### config.mk
export PLATFORM = sky130hd
export DESIGN_NAME = dq2p_div_cell
export DESIGN_NICKNAME = d
export VERILOG_FILES = /design/src/rtl/dq2p_pkg.sv /design/src/rtl/dq2p_div_cell.sv
export SDC_FILE = /design/constraint.sdc
export NUM_CORES = 1
export LEC_CHECK = 0
export ABC_AREA = 0
export BUFFER_PORTS_ARGS = -buffer_cell sky130_fd_sc_hd__buf_2
export CAP_MARGIN = 20
export CORE_UTILIZATION = 30
export CTS_CLUSTER_SIZE = 28
export DETAILED_ROUTE_END_ITERATION = 10
export GPL_ROUTABILITY_DRIVEN = 0
export PLACE_DENSITY_LB_ADDON = 0.3
export SETUP_SLACK_MARGIN = 0.2
export SLEW_MARGIN = 20
export SYNTH_ARGS = -nofsm -noshare
export SYNTH_HDL_FRONTEND = slang
export SYNTH_SLANG_ARGS = --single-unit
### constraint.sdc
create_clock -name clk -period 1 [get_ports clk]
set_input_delay 0.2 -clock clk [delete_from_list [all_inputs] [get_ports clk]]
set_output_delay 0.2 -clock clk [all_outputs]
set_load 0.005 [all_outputs]
### src/rtl/dq2p_pkg.sv
`timescale 1ns / 1ps
// ----------------------------------------------------------------------------
// dq2p_pkg - shared types and constants of the dq to three-phase modulator
// Widths of the fixed fields, CORDIC constants and the payload that rides
// alongside the CORDIC rotation.
// ----------------------------------------------------------------------------
package dq2p_pkg;

	localparam int SUPPLY_W = 15;
	localparam int VOLT_W   = 16;
	localparam int VOLT2_W  = 17;
	localparam int ANGLE_W  = 16;
	localparam int TURN_W   = 32;
	localparam int CORD_W   = 32;

	localparam int CORDIC_STEPS = 16;
	localparam logic [SUPPLY_W-1:0] SUPPLY_RESET = 15'd3072;
	localparam logic signed [CORD_W-1:0] CORDIC_X0 = 32'sd652032874;
	localparam logic signed [17:0] SQRT3_HALF_Q16 = 18'sd56756;

	// arctangent of 2^-i in 2^-32 turn
	localparam logic signed [CORD_W-1:0] CORDIC_ATAN [CORDIC_STEPS] = '{
		32'sd536870912, 32'sd316933406, 32'sd167458907, 32'sd85004756,
		32'sd42667331,  32'sd21354465,  32'sd10679838,  32'sd5340245,
		32'sd2670163,   32'sd1335087,   32'sd667544,    32'sd333772,
		32'sd166886,    32'sd83443,     32'sd41722,     32'sd20861
	};

	// payload carried along the rotation chain
	typedef struct packed {
		logic [1:0]                quad;
		logic signed [VOLT2_W-1:0] uq2;
		logic signed [VOLT2_W-1:0] ud2;
	} dq2p_tag_t;

endpackage

### src/rtl/dq2p_div_cell.sv
`timescale 1ns / 1ps
// ----------------------------------------------------------------------------
// dq2p_div_cell - one restoring division step for all three phases
// Each accumulator holds the partial remainder above the remaining dividend
// and quotient bits; one quotient bit is produced per cell.
// ----------------------------------------------------------------------------
module dq2p_div_cell #(
	parameter int DUTY_BITS = 8
) (
	input  logic                                                 clk,
	input  logic                                                 arst_n,
	input  logic                                                 en,
	input  logic [dq2p_pkg::SUPPLY_W-1:0]                        supply,
	input  logic                                                 i_vld,
	input  logic [2:0][dq2p_pkg::SUPPLY_W+DUTY_BITS-1:0]         i_acc,
	output logic                                                 o_vld,
	output logic [2:0][dq2p_pkg::SUPPLY_W+DUTY_BITS-1:0]         o_acc
);
	import dq2p_pkg::*;

	localparam int W = SUPPLY_W + DUTY_BITS;

	logic [2:0][SUPPLY_W:0] trial;
	logic [2:0][W-1:0]      acc_d;
	logic                   vld_q;
	logic [2:0][W-1:0]      acc_q;

	// shift in the next dividend bit, subtract the supply if it fits
	always_comb begin
		for (int p = 0; p < 3; p++) begin
			trial[p] = {i_acc[p][W-1:DUTY_BITS], i_acc[p][DUTY_BITS-1]};
			if (trial[p] >= {1'b0, supply}) begin
				acc_d[p] = {SUPPLY_W'(trial[p] - {1'b0, supply}),
					i_acc[p][DUTY_BITS-2:0], 1'b1};
			end else begin
				acc_d[p] = {trial[p][SUPPLY_W-1:0], i_acc[p][DUTY_BITS-2:0], 1'b0};
			end
		end
	end

	always_ff @(posedge clk or negedge arst_n) begin
		if (!arst_n) begin
			vld_q <= 1'b0;
		end else if (en) begin
			vld_q <= i_vld;
		end
	end

	always_ff @(posedge clk) begin
		if (en) begin
			acc_q <= acc_d;
		end
	end

	assign o_vld = vld_q;
	assign o_acc = acc_q;

endmodule
==> flow_metrics.py <==
metrics = {
    "grt": {
        "gr-usage-all-layers": 0.1851,
        "grt_busiest_layer": "met2",
        "grt_pass1_vias": 4965,
        "antenna_found_initial": 3,
        "gr-usage-met3": 0.04377,
        "grt_use_met2": 0.3378,
        "grt_max_degree": 32,
        "gr-total-overflow": 0,
        "grt_pass1_wl_um": 23860,
        "gr-usage-met1": 0.2092,
    },
    "clocking": {
        "cts_max_level": 3,
        "insertion_delay_ns": 0.33,
        "cts_made_buffers": 9,
        "cts_buffer_depth": 2,
        "clockRootBuffer": "clkbuf_16",
        "cts_tree": "done",
        "clock-sinks": 70,
        "cts.clk_slew.worst_paths_ns": 0.06,
    },
    "outcome": {
        "failed_checks": "setup timing",
        "status": "finished, violations left",
    },
    "final_layout": {
        "drive_above_1_share": 0.5985,
        "multi_input_area_um2": 3197,
        "areaGrowthSynthToFinish_pct": 73.90,
        "nFillCells": 1330,
        "regArea_um2": 2097,
        "fin_nets": 928,
        "fin_cells": 1015,
        "final_util": 0.5341,
    },
    "flow_run": {
        "maxCapViolations": 0,
    },
    "yosys": {
        "synth_edf_count": 69,
        "synth.distinct_cells": 59,
        "avgSynthCellArea_um2": 10.48,
        "yosysMostFrequentCell": "edfxtp_1",
        "yosysWarnings": 0,
        "yosys.area.top_type": "edfxtp_1",
        "synth_top_area_frac": 0.4263,
        "syn_inst": 464,
        "synth_seq_cells": 70,
        "ys_top_cells_by_count": "edfxtp_1, nor2_1, a21oi_1, ha_1, inv_1",
        "netlist_area_um2": 4861,
        "yosysSeqAreaShare": 0.4314,
        "synth_ff_type": "edfxtp_1",
        "synth_nets": 600,
        "async_flop_share": 0.01429,
        "synthTopCellsByArea": "edfxtp_1, ha_1, a21oi_1, nor2_1, xnor2_1",
    },
    "timing": {
        "setup_slack_ns": -1.080,
        "drv_slew": 0,
        "worst_pin_slew_ns": 0.3716,
        "min_period_ns": 2.080,
        "rsz0062_at_grt": "yes",
        "post-route-period-util": 2.080,
        "setup_violations": 118,
        "slew_headroom": 0.7519,
        "hold_ws_ns": 0.03642,
        "finalHoldViolCount": 0,
        "clock.fmax_ghz": 0.4808,
        "setup_tns_ns": -48.70,
        "fin_worst_skew_ns": 0,
    },
    "route": {
        "wire_per_inst_um": 15.48,
        "drt-total-wl_um": 15720,
        "num_vias": 4891,
        "drt_first_pass_iters": 5,
        "drt-initial-drc-count": 224,
        "ant_nets": 0,
        "avgViaCountPerCell": 4.819,
        "drc": 0,
    },
    "floorplan": {
        "die_y_um": 129.3,
        "die-width_um": 129.3,
        "design.core.area_um2": 15830,
        "io_pins": 158,
        "dieArea_um2": 16720,
        "row_count": 46,
        "start_util": 0.3071,
    },
    "min_path": {
        "min_path_type": "in2reg",
        "hp-start": "i_acc[52]",
    },
    "critical_path": {
        "critPathArrivalTime_ns": 2.16,
        "setup.worst_path.end_class": "flop",
        "required_ns": 1.08,
        "r2r-end": "o_vld$_DFFE_PN0P_",
        "path_max_fanout": 6,
        "crit_end": "o_acc[41]$_DFFE_PP_",
        "setup.worst_path.start": "supply[0]",
        "critPathKind": "in2reg",
        "crit_path_start_kind": "input pin",
        "r2r_start": "o_vld$_DFFE_PN0P_",
        "worst-r2r-cell-count": 1,
        "reg2reg_slack_ns": 0.27,
    },
    "placement": {
        "dpl.hpwl_um": 11690,
        "portBuffers": 157,
        "dp_cells": 968,
        "pre_cts_slack_ns": -1.552,
    },
    "pwr": {
        "cellLeakagePower_nw": 3.785,
        "vdd_drop_max_uv": 975.5,
        "p_per_area_nw_per_um2": 1437,
    },
}
==> stage by stage <==
stage | total power, mW | area (µm²)
final | 12.14 | 8453
after global routing | 12.79 | 8453
after CTS | 11.99 | 8172
after detailed placement | 7.442 | 7136
after global placement | 7.354 | 7136
after floorplan | 5.754 | 5052
==> layer usage <==
layer / wire length [µm] / vias up
met5: 13 / -
met2: 8050 / 168
met3: 956 / 30
met1: 6305 / 2299
met4: 390 / 2
li1: - / 2392
==> cell usage in the layout, fill, tap and decap left out, drive strengths merged, types with 2 or more instances in the layout <==
cell,netlist,routed
a211oi,5,5
a21boi,2,2
a21o,6,6
a21oi,53,53
a31o,3,3
a31oi,3,3
a41o,2,2
a41oi,2,2
and3,4,4
buf,7,325
bufinv,0,4
clkbuf,2,10
diode,0,2
edfxtp,69,69
fa,3,3
ha,45,45
inv,31,32
mux2,17,17
mux2i,5,5
nand2,25,25
nand2b,4,4
nand3,5,5
nand4,9,9
nor2,53,53
nor2b,8,8
nor3,3,3
o2111ai,2,2
o211ai,2,2
o21a,7,7
o21ai,33,33
o21bai,3,3
o31a,3,3
o31ai,2,2
o41ai,2,2
or2,2,2
xnor2,19,19
xor2,10,10
==> worst min-delay path by stage <==
| stage | endpoint | slack (ns) | depth (start not counted) |
|---|---|---|---|
| after global placement | o_vld$_DFFE_PN0P_ | -0.03 | 1 |
| final | o_acc[53]$_DFFE_PP_ | 0.04 | 1 |
| after floorplan | o_vld$_DFFE_PN0P_ | -0.1 | 0 |
| after CTS | o_acc[47]$_DFFE_PP_ | 0.03 | 1 |
| after global routing | o_acc[48]$_DFFE_PP_ | 0.02 | 1 |
| after detailed placement | o_vld$_DFFE_PN0P_ | -0.02 | 1 |
==> worst max-delay path: stages <==
cell and delay (ns):
buf_12 0.11, ha_4 0.16, fa_2 0.37, nor2b_4 0.12
o31a_1 0.17, o21ai_2 0.07, a21oi_2 0.19, nor2b_4 0.07
o21ai_4 0.16, buf_6 0.13, buf_12 0.12, mux2_4 0.29
==> area by class of cell <==
cell class / count / area share
multi-input combinational: 354 / 0.3782
inverter: 31 / 0.01969
sequential: 70 / 0.2481
timing repair buffer: 326 / 0.2787
clock buffer: 10 / 0.02709
antenna: 2 / 0.0005921
tap: 216 / 0.03197
clock inverter: 6 / 0.01569
==> sequential cells by signal, indices dropped and copies added (netlist names) <==
register	count
o_acc	69
o_vld	1
==> timing repair <==
item | CTS | global route
resized for setup | 113 | 47
setup endpoints to repair | 118 | 118
hold buffers | 1 | 0
pin swaps | 28 | 20
cloned | 2 | 0
buffers inserted | 19 | 7
endpoints found under the hold margin | 1 | 0
==> cell families (layout without fill, tap and decap cells) <==
family	Yosys count	count (layout)	share of synthesized area
AO/OA/AOI/OAI	136	136	0.1822
AND/OR/NAND/NOR	119	119	0.1148
flip-flops	70	70	0.4314
adder cells (fa/ha/maj)	48	48	0.1282
buffers and inverters	40	373	0.03758
XOR/XNOR	29	29	0.05225
multiplexers	22	22	0.05354
other	0	2	0
==> power breakdown <==
group / switching, mW / total, mW / internal, mW
registers: 0.102 / 3.83 / 3.73
clock network: 1.30 / 3.99 / 2.69
logic: 1.95 / 4.33 / 2.38
(Power assumes the default switching activity.)
