--- config.mk ---
export PLATFORM = sky130hd
export DESIGN_NAME = dq2p_cordic_cell
export DESIGN_NICKNAME = d
export VERILOG_FILES = /design/src/rtl/dq2p_pkg.sv /design/src/rtl/dq2p_cordic_cell.sv
export SDC_FILE = /design/constraint.sdc
export NUM_CORES = 1
export LEC_CHECK = 0
export BUFFER_PORTS_ARGS = -buffer_cell sky130_fd_sc_hd__buf_2
export CAP_MARGIN = 20
export CORE_ASPECT_RATIO = 0.8
export CORE_MARGIN = 2
export CORE_UTILIZATION = 44
export DETAILED_ROUTE_END_ITERATION = 16
export PLACE_DENSITY = 0.72
export SYNTH_ARGS = -nofsm -noshare
export SYNTH_HDL_FRONTEND = slang
export SYNTH_SLANG_ARGS = --single-unit
--- constraint.sdc ---
create_clock -name clk -period 1.7 [get_ports clk]
set_input_delay 0.17 -clock clk [delete_from_list [all_inputs] [get_ports clk]]
set_output_delay 0.17 -clock clk [all_outputs]
set_load 0.01 [all_outputs]
--- src/rtl/dq2p_pkg.sv ---
`timescale 1ns / 1ps
// ----------------------------------------------------------------------------
// dq2p_pkg - shared types and constants of the dq to three-phase modulator
// Widths of the fixed fields, CORDIC constants and the payload that rides
// alongside the CORDIC rotation.
// ----------------------------------------------------------------------------
package dq2p_pkg;

	localparam int SUPPLY_W = 15;
	localparam int VOLT_W   = 16;
	localparam int VOLT2_W  = 17;
	localparam int ANGLE_W  = 16;
	localparam int TURN_W   = 32;
	localparam int CORD_W   = 32;

	localparam int CORDIC_STEPS = 16;
	localparam logic [SUPPLY_W-1:0] SUPPLY_RESET = 15'd3072;
	localparam logic signed [CORD_W-1:0] CORDIC_X0 = 32'sd652032874;
	localparam logic signed [17:0] SQRT3_HALF_Q16 = 18'sd56756;

	// arctangent of 2^-i in 2^-32 turn
	localparam logic signed [CORD_W-1:0] CORDIC_ATAN [CORDIC_STEPS] = '{
		32'sd536870912, 32'sd316933406, 32'sd167458907, 32'sd85004756,
		32'sd42667331,  32'sd21354465,  32'sd10679838,  32'sd5340245,
		32'sd2670163,   32'sd1335087,   32'sd667544,    32'sd333772,
		32'sd166886,    32'sd83443,     32'sd41722,     32'sd20861
	};

	// payload carried along the rotation chain
	typedef struct packed {
		logic [1:0]                quad;
		logic signed [VOLT2_W-1:0] uq2;
		logic signed [VOLT2_W-1:0] ud2;
	} dq2p_tag_t;

endpackage

--- src/rtl/dq2p_cordic_cell.sv ---
`timescale 1ns / 1ps
// ----------------------------------------------------------------------------
// dq2p_cordic_cell - one CORDIC rotation step
// Rotates (x, y) by the arctangent of 2^-STEP towards zero residual angle and
// registers the result with the payload tag.
// ----------------------------------------------------------------------------
module dq2p_cordic_cell #(
	parameter int STEP = 0
) (
	input  logic                                  clk,
	input  logic                                  arst_n,
	input  logic                                  en,
	input  logic                                  i_vld,
	input  logic signed [dq2p_pkg::CORD_W-1:0]    i_x,
	input  logic signed [dq2p_pkg::CORD_W-1:0]    i_y,
	input  logic signed [dq2p_pkg::CORD_W-1:0]    i_z,
	input  dq2p_pkg::dq2p_tag_t                   i_tag,
	output logic                                  o_vld,
	output logic signed [dq2p_pkg::CORD_W-1:0]    o_x,
	output logic signed [dq2p_pkg::CORD_W-1:0]    o_y,
	output logic signed [dq2p_pkg::CORD_W-1:0]    o_z,
	output dq2p_pkg::dq2p_tag_t                   o_tag
);
	import dq2p_pkg::*;

	logic signed [CORD_W-1:0] dx, dy;
	logic                     vld_q;
	logic signed [CORD_W-1:0] x_q, y_q, z_q;
	dq2p_tag_t                tag_q;

	// floored shifts of the cross terms
	always_comb begin
		dx = i_y >>> STEP;
		dy = i_x >>> STEP;
	end

	always_ff @(posedge clk or negedge arst_n) begin
		if (!arst_n) begin
			vld_q <= 1'b0;
		end else if (en) begin
			vld_q <= i_vld;
		end
	end

	// rotate by the sign of the residual angle
	always_ff @(posedge clk) begin
		if (en) begin
			if (!i_z[CORD_W-1]) begin
				x_q <= i_x - dx;
				y_q <= i_y + dy;
				z_q <= i_z - CORDIC_ATAN[STEP];
			end else begin
				x_q <= i_x + dx;
				y_q <= i_y - dy;
				z_q <= i_z + CORDIC_ATAN[STEP];
			end
			tag_q <= i_tag;
		end
	end

	assign o_vld = vld_q;
	assign o_x   = x_q;
	assign o_y   = y_q;
	assign o_z   = z_q;
	assign o_tag = tag_q;

endmodule

==> metrics.txt, run 1 <==
# TYPE chip_impl_metric gauge
chip_impl_info{name="outcome",value="complete, but fails checks"} 1
chip_impl_info{name="violated_checks",value="negative setup slack"} 1
chip_impl_metric{name="layout_worst_path_cycle_share",unit=""} 1.49
chip_impl_metric{name="antenna_left",unit=""} 0
chip_impl_metric{name="post-route-util",unit=""} 0.792
chip_impl_info{name="grt_setup_unrepaired",value="true"} 1
chip_impl_metric{name="starting_density_of_the_core",unit=""} 0.453
chip_impl_metric{name="post_synthesis_cell_area",unit="mm²"} 0.00945
chip_impl_metric{name="route.vias.total",unit=""} 10700
chip_impl_metric{name="globalRouteOverflowTotal",unit=""} 0
chip_impl_metric{name="synth-async-reset-ratio",unit=""} 0.00758
chip_impl_metric{name="finClkSkew",unit="ns"} 0
chip_impl_metric{name="post_route_cells_drive_above_1_share",unit=""} 0.524
chip_impl_metric{name="max-vdd-ir-drop",unit="mV"} 0.673
chip_impl_metric{name="wl_per_cell",unit="µm"} 21.2
chip_impl_info{name="critical_path_class",value="input pin to flop"} 1
chip_impl_metric{name="antenna_found_initial",unit=""} 2
chip_impl_metric{name="drt_first_iter_violations",unit=""} 1254
chip_impl_metric{name="finalSetupViolations",unit=""} 52
chip_impl_info{name="worstSetupEndpointType",value="flop"} 1
chip_impl_metric{name="synthesis.yosys.warnings",unit=""} 0
chip_impl_metric{name="cts-htree-levels",unit=""} 4
chip_impl_metric{name="worst_case_clock_buffer_depth",unit=""} 2
chip_impl_metric{name="avgViaCountPerCell",unit=""} 5.63
chip_impl_metric{name="clkSlewWorstSetupHoldPaths",unit="ns"} 0.06
chip_impl_metric{name="timing.slew.headroom",unit=""} 0.508
chip_impl_metric{name="floorplan.core_area",unit="mm²"} 0.0209
chip_impl_metric{name="finish.net_count",unit=""} 1847
chip_impl_metric{name="die_width",unit="µm"} 168
chip_impl_metric{name="wire_length_of_the_first_global_routing_pass",unit="µm"} 55600
chip_impl_metric{name="grt_max_degree",unit=""} 79
chip_impl_metric{name="worstMarginPinSlew",unit="ns"} 0.730
chip_impl_metric{name="maxCapViolations",unit=""} 0
chip_impl_metric{name="die_y",unit="µm"} 135
chip_impl_metric{name="timing.final.max_slew_violations",unit=""} 0
chip_impl_metric{name="worstSkewPairLatency",unit="ns"} 0.41
chip_impl_metric{name="total_power",unit="µW"} 13000
chip_impl_metric{name="antenna_cells",unit=""} 0
chip_impl_metric{name="number_of_buffers_created_by_cts",unit=""} 17
chip_impl_metric{name="num_io_pins",unit=""} 269
chip_impl_metric{name="dp_worst_setup_slack",unit="ns"} -1.22
chip_impl_metric{name="layout_setup_ws",unit="ns"} -0.827
chip_impl_metric{name="synth_area_per_cell",unit="µm²"} 9.81
chip_impl_metric{name="worst-endpoint-arrival",unit="ns"} 2.69
chip_impl_metric{name="areaGrowthSynthToFinish",unit="%"} 75.0
chip_impl_metric{name="io_buffer_count",unit=""} 268
chip_impl_metric{name="detailed_place_hpwl",unit="µm"} 27900
chip_impl_metric{name="postSynthNetCount",unit=""} 1197
chip_impl_metric{name="synth_cell_types",unit=""} 75
chip_impl_metric{name="synth_edf_count",unit=""} 131
chip_impl_metric{name="detailedRoute.firstPassIterationCount",unit=""} 5
chip_impl_metric{name="routed_wirelength",unit="µm"} 40100
chip_impl_metric{name="layout_min_cycle_time",unit="ns"} 2.53
chip_impl_metric{name="crit_required",unit="ns"} 1.86
chip_impl_metric{name="yosysSeqAreaShare",unit=""} 0.419
chip_impl_metric{name="max_freq",unit="MHz"} 396
chip_impl_metric{name="gp_congestion",unit=""} 0.986
chip_impl_metric{name="ys_seq_elements",unit=""} 132
chip_impl_info{name="ys_dominant_reg_cell",value="sky130_fd_sc_hd__edfxtp_1"} 1
chip_impl_metric{name="power_leakage",unit="µW"} 0.00747
chip_impl_metric{name="finalHoldViolCount",unit=""} 0
chip_impl_info{name="cp_startpoint_kind",value="input pin"} 1
chip_impl_metric{name="syn-instance-count",unit=""} 963
chip_impl_metric{name="rows",unit=""} 47
chip_impl_metric{name="cts.sink_count",unit=""} 132
chip_impl_metric{name="groute.usage.overall",unit=""} 0.319
chip_impl_metric{name="die_area",unit="mm²"} 0.0227
chip_impl_metric{name="layout.cells.non_filler",unit=""} 1895
chip_impl_metric{name="drc",unit=""} 0
chip_impl_metric{name="worstPathMaxFanout",unit=""} 6
chip_impl_metric{name="dp.cells",unit=""} 1743
chip_impl_info{name="cts_tree",value="built"} 1
chip_impl_metric{name="power.density_cell_area",unit="mW/mm²"} 787
chip_impl_metric{name="grt_pass1_vias",unit=""} 10000
chip_impl_info{name="hold_path.class",value="input pin to flop"} 1
chip_impl_info{name="clock-root-buffer",value="sky130_fd_sc_hd__clkbuf_16"} 1
[cells in the mapped netlist, drive strengths merged, types with 3 or more instances]
master / instances / area, µm²
a311oi: 3 / 38.8
fa: 4 / 80.1
a21oi: 115 / 576
o211ai: 5 / 37.5
xnor2: 52 / 455
a21o: 15 / 113
xor2: 8 / 70.1
o221ai: 3 / 32.5
and2: 4 / 25.0
o311ai: 3 / 26.3
nor4: 8 / 50.1
nor3: 14 / 75.1
or3: 4 / 30.0
o211a: 4 / 40.0
nand3b: 3 / 22.5
o21ai: 66 / 338
mux2i: 15 / 150
nor2: 78 / 293
ha: 94 / 1180
inv: 103 / 387
buf: 25 / 144
or2: 8 / 50.0
nand4: 8 / 50.1
edfxtp: 131 / 3930
nand2: 42 / 158
clkbuf: 17 / 63.8
a31oi: 11 / 68.8
nand3: 10 / 50.1
a211o: 5 / 43.8
a31o: 3 / 26.3
o21bai: 22 / 165
nand2b: 8 / 50.1
o31ai: 9 / 67.6
a2111oi: 3 / 32.5
and3: 5 / 31.3
nor2b: 7 / 43.8
a211oi: 14 / 130
o21a: 4 / 30.0
[cell type report]
cell class	instances	area, µm²
clock buffers	17	425
clock inverters	15	140
fillers	1239	4350
inverters	104	465
multi-input cells	685	6240
flip-flops and latches	132	3960
well taps	269	337
repair buffers	673	4970
[path summary, 6_finish.rpt]
check	cells after the start	startpoint	slack, ns	endpoint
max	14	i_x[7]	-0.83	o_y[24]
min	2	i_z[29]	0.04	o_z[29]
max reg2reg	1	o_vld	0.92	o_vld
min reg2reg	1	o_vld	0.56	o_vld
max in group asynchronous	2	arst_n	1.56	o_vld
min in group asynchronous	2	arst_n	0.06	o_vld
[state kept, by name, indices dropped and copies added, names as in the netlist]
register	flops
o_vld	1
o_y	32
o_x	31
o_z	32
o_tag	36
[critical path: stages]
cell	delay [ns]
sky130_fd_sc_hd__buf_2	0.10
sky130_fd_sc_hd__inv_2	0.04
sky130_fd_sc_hd__ha_4	0.26
sky130_fd_sc_hd__or3_4	0.38
sky130_fd_sc_hd__nor3b_1	0.29
sky130_fd_sc_hd__a211o_1	0.22
sky130_fd_sc_hd__o21ai_4	0.09
sky130_fd_sc_hd__buf_6	0.13
sky130_fd_sc_hd__a211oi_4	0.37
sky130_fd_sc_hd__buf_4	0.20
sky130_fd_sc_hd__o21ai_2	0.05
sky130_fd_sc_hd__and3_4	0.17
sky130_fd_sc_hd__o2bb2ai_2	0.13
sky130_fd_sc_hd__xnor2_1	0.08
[per-stage QoR]
stage / setup TNS (ns) / hold slack [ns] / area (µm²)
after floorplan: -19.59 / -0.126 / 10000
after global placement: -45.65 / -0.0522 / 13700
after detailed placement: -47.58 / -0.0491 / 13700
after CTS: -20.92 / 0.0228 / 15600
after global routing: -29.91 / 0.0383 / 16500
final: -28.17 / 0.0398 / 16500
[per-layer routing]
metal  part of all wire  wire [µm]  GRT usage  vias to the layer above
li1                   -          -          -                     4768
met1               0.41      16500      0.459                     5055
met2               0.45      18100      0.499                      719
met3               0.10       4180     0.0592                      121
met4              0.033       1310     0.0821                        0
met5                  0          0          0                        -
[timing repair]
item,CTS,global route
hold buffers,67,0
endpoints found under the setup margin,48,50
pin swaps,63,99
endpoints found under the hold margin,67,0
gates resized for setup,92,158
setup buffers,26,38
[cells by family (layout without fill, tap and decap cells)]
group	count (synthesis)	in the layout	share of synthesized area
flip-flops	132	132	0.419
AND/OR/NAND/NOR	205	205	0.104
multiplexers	16	16	0.0171
AO/OA/AOI/OAI	306	306	0.208
adder cells (fa/ha/maj)	98	98	0.133
buffers and inverters	146	809	0.0633
XOR/XNOR	60	60	0.0556
[power by group]
group          switching (µW)  internal [µW]  total (µW)
clock network            1630           1930        3560
registers                 152           4100        4250
logic                    2730           2470        5190
total                    4500           8500       13000
[cells in the final DEF (no fill, tap or decap), types with 7 or more instances in the layout]
| cell type | netlist | layout |
|---|---|---|
| sky130_fd_sc_hd__a21o_1 | 15 | 15 |
| sky130_fd_sc_hd__a21oi_1 | 115 | 77 |
| sky130_fd_sc_hd__a21oi_2 | 0 | 30 |
| sky130_fd_sc_hd__a21oi_4 | 0 | 8 |
| sky130_fd_sc_hd__buf_12 | 0 | 14 |
| sky130_fd_sc_hd__buf_2 | 13 | 250 |
| sky130_fd_sc_hd__buf_4 | 5 | 295 |
| sky130_fd_sc_hd__buf_6 | 2 | 41 |
| sky130_fd_sc_hd__clkbuf_16 | 0 | 17 |
| sky130_fd_sc_hd__dlygate4sd3_1 | 0 | 67 |
| sky130_fd_sc_hd__edfxtp_1 | 131 | 131 |
| sky130_fd_sc_hd__ha_1 | 94 | 71 |
| sky130_fd_sc_hd__ha_4 | 0 | 20 |
| sky130_fd_sc_hd__inv_1 | 98 | 81 |
| sky130_fd_sc_hd__inv_2 | 5 | 8 |
| sky130_fd_sc_hd__inv_4 | 0 | 8 |
| sky130_fd_sc_hd__mux2i_1 | 15 | 9 |
| sky130_fd_sc_hd__nand2_1 | 42 | 30 |
| sky130_fd_sc_hd__nand2_2 | 0 | 7 |
| sky130_fd_sc_hd__nand3_1 | 10 | 10 |
| sky130_fd_sc_hd__nand4_1 | 8 | 8 |
| sky130_fd_sc_hd__nor2_1 | 78 | 71 |
| sky130_fd_sc_hd__nor3_1 | 13 | 9 |
| sky130_fd_sc_hd__nor4_1 | 8 | 7 |
| sky130_fd_sc_hd__o21ai_0 | 45 | 34 |
| sky130_fd_sc_hd__o21ai_1 | 19 | 11 |
| sky130_fd_sc_hd__o21ai_2 | 2 | 13 |
| sky130_fd_sc_hd__o21ai_4 | 0 | 8 |
| sky130_fd_sc_hd__o21bai_1 | 22 | 18 |
| sky130_fd_sc_hd__xnor2_1 | 52 | 44 |
| sky130_fd_sc_hd__xnor2_2 | 0 | 8 |
| sky130_fd_sc_hd__xor2_1 | 8 | 7 |
No activity file was read; power rests on OpenSTA's default activity.
==> inputs of run 2 (changes only) <==
--- a/config.mk
+++ b/config.mk
@@ -11,7 +11,7 @@
 export CORE_MARGIN = 2
 export CORE_UTILIZATION = 44
 export DETAILED_ROUTE_END_ITERATION = 16
-export PLACE_DENSITY = 0.72
+export PLACE_DENSITY_LB_ADDON = 0.2
 export SYNTH_ARGS = -nofsm -noshare
 export SYNTH_HDL_FRONTEND = slang
 export SYNTH_SLANG_ARGS = --single-unit
==> metrics.txt, run 2 (same netlist as run 1, synthesis figures left out) <==
# TYPE chip_impl_metric gauge
chip_impl_metric{name="worstPathMaxFanout",unit=""} 3
chip_impl_metric{name="io_buffer_count",unit=""} 268
chip_impl_metric{name="die_y",unit="µm"} 135
chip_impl_metric{name="grt_max_degree",unit=""} 55
chip_impl_metric{name="fin_tns_setup",unit="ns"} -21.82
chip_impl_metric{name="worst-r2r-cell-count",unit=""} 1
chip_impl_info{name="cp_startpoint_kind",value="input pin"} 1
chip_impl_metric{name="multi_input_comb_area",unit="mm²"} 0.00615
chip_impl_metric{name="num_io_pins",unit=""} 269
chip_impl_metric{name="postPlaceCellArea",unit="mm²"} 0.0137
chip_impl_metric{name="avgViaCountPerCell",unit=""} 5.50
chip_impl_metric{name="gp_congestion",unit=""} 0.978
chip_impl_metric{name="routed_wirelength",unit="µm"} 39300
chip_impl_metric{name="globalRouteOverflowTotal",unit=""} 0
chip_impl_info{name="violated_checks",value="negative setup slack"} 1
chip_impl_metric{name="route.vias.total",unit=""} 10400
chip_impl_info{name="final_common_cell",value="sky130_fd_sc_hd__buf_4"} 1
chip_impl_metric{name="worstMarginPinSlew",unit="ns"} 0.567
chip_impl_metric{name="design_area",unit="mm²"} 0.0165
chip_impl_metric{name="number_of_buffers_created_by_cts",unit=""} 17
chip_impl_info{name="clock-root-buffer",value="sky130_fd_sc_hd__clkbuf_16"} 1
chip_impl_metric{name="die_area",unit="mm²"} 0.0227
chip_impl_metric{name="timing.slew.headroom",unit=""} 0.618
chip_impl_metric{name="floorplan.core_area",unit="mm²"} 0.0209
chip_impl_metric{name="max_freq",unit="MHz"} 423
chip_impl_metric{name="finClkSkew",unit="ns"} 0
chip_impl_metric{name="detailedRoute.firstPassIterationCount",unit=""} 6
chip_impl_metric{name="power.density_cell_area",unit="mW/mm²"} 794
chip_impl_metric{name="worst_case_clock_buffer_depth",unit=""} 2
chip_impl_metric{name="area.sequential",unit="mm²"} 0.00396
chip_impl_info{name="most_frequent_cells_in_the_layout",value="sky130_fd_sc_hd__buf_4, sky130_fd_sc_hd__buf_2, sky130_fd_sc_hd__edfxtp_1, sky130_fd_sc_hd__a21oi_1, sky130_fd_sc_hd__inv_1"} 1
chip_impl_info{name="outcome",value="complete, but fails checks"} 1
chip_impl_metric{name="post-route-util",unit=""} 0.790
chip_impl_info{name="hold_path.class",value="input pin to asynchronous set/reset pin"} 1
chip_impl_metric{name="clkSlewWorstSetupHoldPaths",unit="ns"} 0.07
chip_impl_metric{name="areaGrowthSynthToFinish",unit="%"} 74.6
chip_impl_metric{name="largest_register_ff_count",unit=""} 36
chip_impl_metric{name="layout_min_cycle_time",unit="ns"} 2.36
chip_impl_metric{name="dp_worst_setup_slack",unit="ns"} -1.27
chip_impl_metric{name="worst-endpoint-arrival",unit="ns"} 2.55
chip_impl_metric{name="r2r_slack",unit="ns"} 0.96
chip_impl_metric{name="power_leakage",unit="µW"} 0.00745
chip_impl_metric{name="cts-htree-levels",unit=""} 4
chip_impl_metric{name="crit_required",unit="ns"} 1.89
chip_impl_metric{name="cts.sink_count",unit=""} 132
chip_impl_metric{name="worstSkewPairLatency",unit="ns"} 0.43
chip_impl_metric{name="drt_first_iter_violations",unit=""} 1004
chip_impl_metric{name="timing.final.max_slew_violations",unit=""} 0
chip_impl_metric{name="die_width",unit="µm"} 168
chip_impl_metric{name="maxCapViolations",unit=""} 0
chip_impl_metric{name="post_route_cells_drive_above_1_share",unit=""} 0.519
chip_impl_metric{name="antenna_left",unit=""} 0
chip_impl_info{name="cts_tree",value="built"} 1
chip_impl_metric{name="finalHoldViolCount",unit=""} 0
chip_impl_metric{name="max-vdd-ir-drop",unit="mV"} 0.792
chip_impl_metric{name="layout_setup_ws",unit="ns"} -0.662
chip_impl_metric{name="antenna_found_initial",unit=""} 2
chip_impl_metric{name="rows",unit=""} 47
chip_impl_metric{name="finish.net_count",unit=""} 1847
chip_impl_info{name="worstSetupEndpointType",value="flop"} 1
chip_impl_metric{name="layout_worst_path_cycle_share",unit=""} 1.39
chip_impl_metric{name="wire_length_of_the_first_global_routing_pass",unit="µm"} 56800
chip_impl_metric{name="wl_per_cell",unit="µm"} 20.7
chip_impl_metric{name="finalSetupViolations",unit=""} 46
chip_impl_metric{name="num-fill-cells",unit=""} 1321
chip_impl_metric{name="starting_density_of_the_core",unit=""} 0.453
chip_impl_info{name="critical_path_class",value="input pin to flop"} 1
chip_impl_info{name="grt_setup_unrepaired",value="true"} 1
chip_impl_metric{name="grt_pass1_vias",unit=""} 10100
chip_impl_metric{name="drc",unit=""} 0
chip_impl_metric{name="detailed_place_hpwl",unit="µm"} 27700
chip_impl_metric{name="groute.usage.overall",unit=""} 0.326
## run 2: cell types whose count changed in the layout (fill, tap and decap cells not counted), moves of 3 or more
cell	change
sky130_fd_sc_hd__buf_4	+5
sky130_fd_sc_hd__xnor2_1	+4
sky130_fd_sc_hd__inv_8	+3
sky130_fd_sc_hd__o21ai_4	-3
sky130_fd_sc_hd__a21oi_1	+5
sky130_fd_sc_hd__a21oi_2	-6
sky130_fd_sc_hd__xnor2_2	-4
sky130_fd_sc_hd__o21ai_2	+3
sky130_fd_sc_hd__ha_1	-4
sky130_fd_sc_hd__ha_4	+3
sky130_fd_sc_hd__buf_2	-6
sky130_fd_sc_hd__mux2i_1	+4
## run 2: worst paths after layout
kind,start,to
setup / recovery,i_x[0],o_x[16]
hold / removal,arst_n,o_vld
setup reg to reg,o_vld,o_vld
hold reg to reg,o_vld,o_vld
max in group asynchronous,arst_n,o_vld
min in group clk,i_z[29],o_z[29]
## run 2: cell type report
class	instances	share of cell area
clock inverters	15	0.0109
clock buffers	17	0.0258
inverters	104	0.0284
repair buffers	673	0.302
diodes	1	0.000152
multi-input cells	685	0.373
flip-flops and latches	132	0.240
well taps	269	0.0204
## run 2: timing repair
action,CTS,global route
setup buffers,35,13
hold buffers,67,0
gates resized for setup,155,102
hold endpoints to repair,67,0
pin swaps,102,95
endpoints found under the setup margin,48,50
## run 2: per-layer routing
metal / share of wire / track usage
met1: 0.42 / 0.439
met2: 0.46 / 0.521
met3: 0.087 / 0.0668
met4: 0.042 / 0.125
met5: 0.00038 / 0
## run 2: stage by stage
step | std cells | total power (µW) | hold slack, ns
3_3_place_gp | 1754 | 8310 | -0.0520
2_1_floorplan | 963 | 6300 | -0.126
6_report | 1896 | 13100 | 0.0291
3_5_place_dp | 1754 | 8370 | -0.0519
4_1_cts | 1886 | 12600 | 0.00722
5_1_grt | 1895 | 13500 | 0.0396
## run 2: power by group
| group | internal, µW | switching (µW) |
|---|---|---|
| Combinational | 2410 | 2630 |
| Sequential | 4100 | 145 |
| Clock | 2110 | 1710 |
| Total | 8620 | 4480 |
## run 2: worst max-delay path, stage by stage
cell and delay, ns:
sky130_fd_sc_hd__buf_12 0.12, sky130_fd_sc_hd__inv_12 0.05, sky130_fd_sc_hd__ha_4 0.13, sky130_fd_sc_hd__fa_2 0.21, sky130_fd_sc_hd__and4b_1 0.22, sky130_fd_sc_hd__o21ai_2 0.19
sky130_fd_sc_hd__nand2_1 0.11, sky130_fd_sc_hd__a221o_1 0.40, sky130_fd_sc_hd__a311oi_2 0.37, sky130_fd_sc_hd__o221ai_2 0.15, sky130_fd_sc_hd__a211oi_2 0.18, sky130_fd_sc_hd__a21oi_1 0.07
sky130_fd_sc_hd__xor2_1 0.17
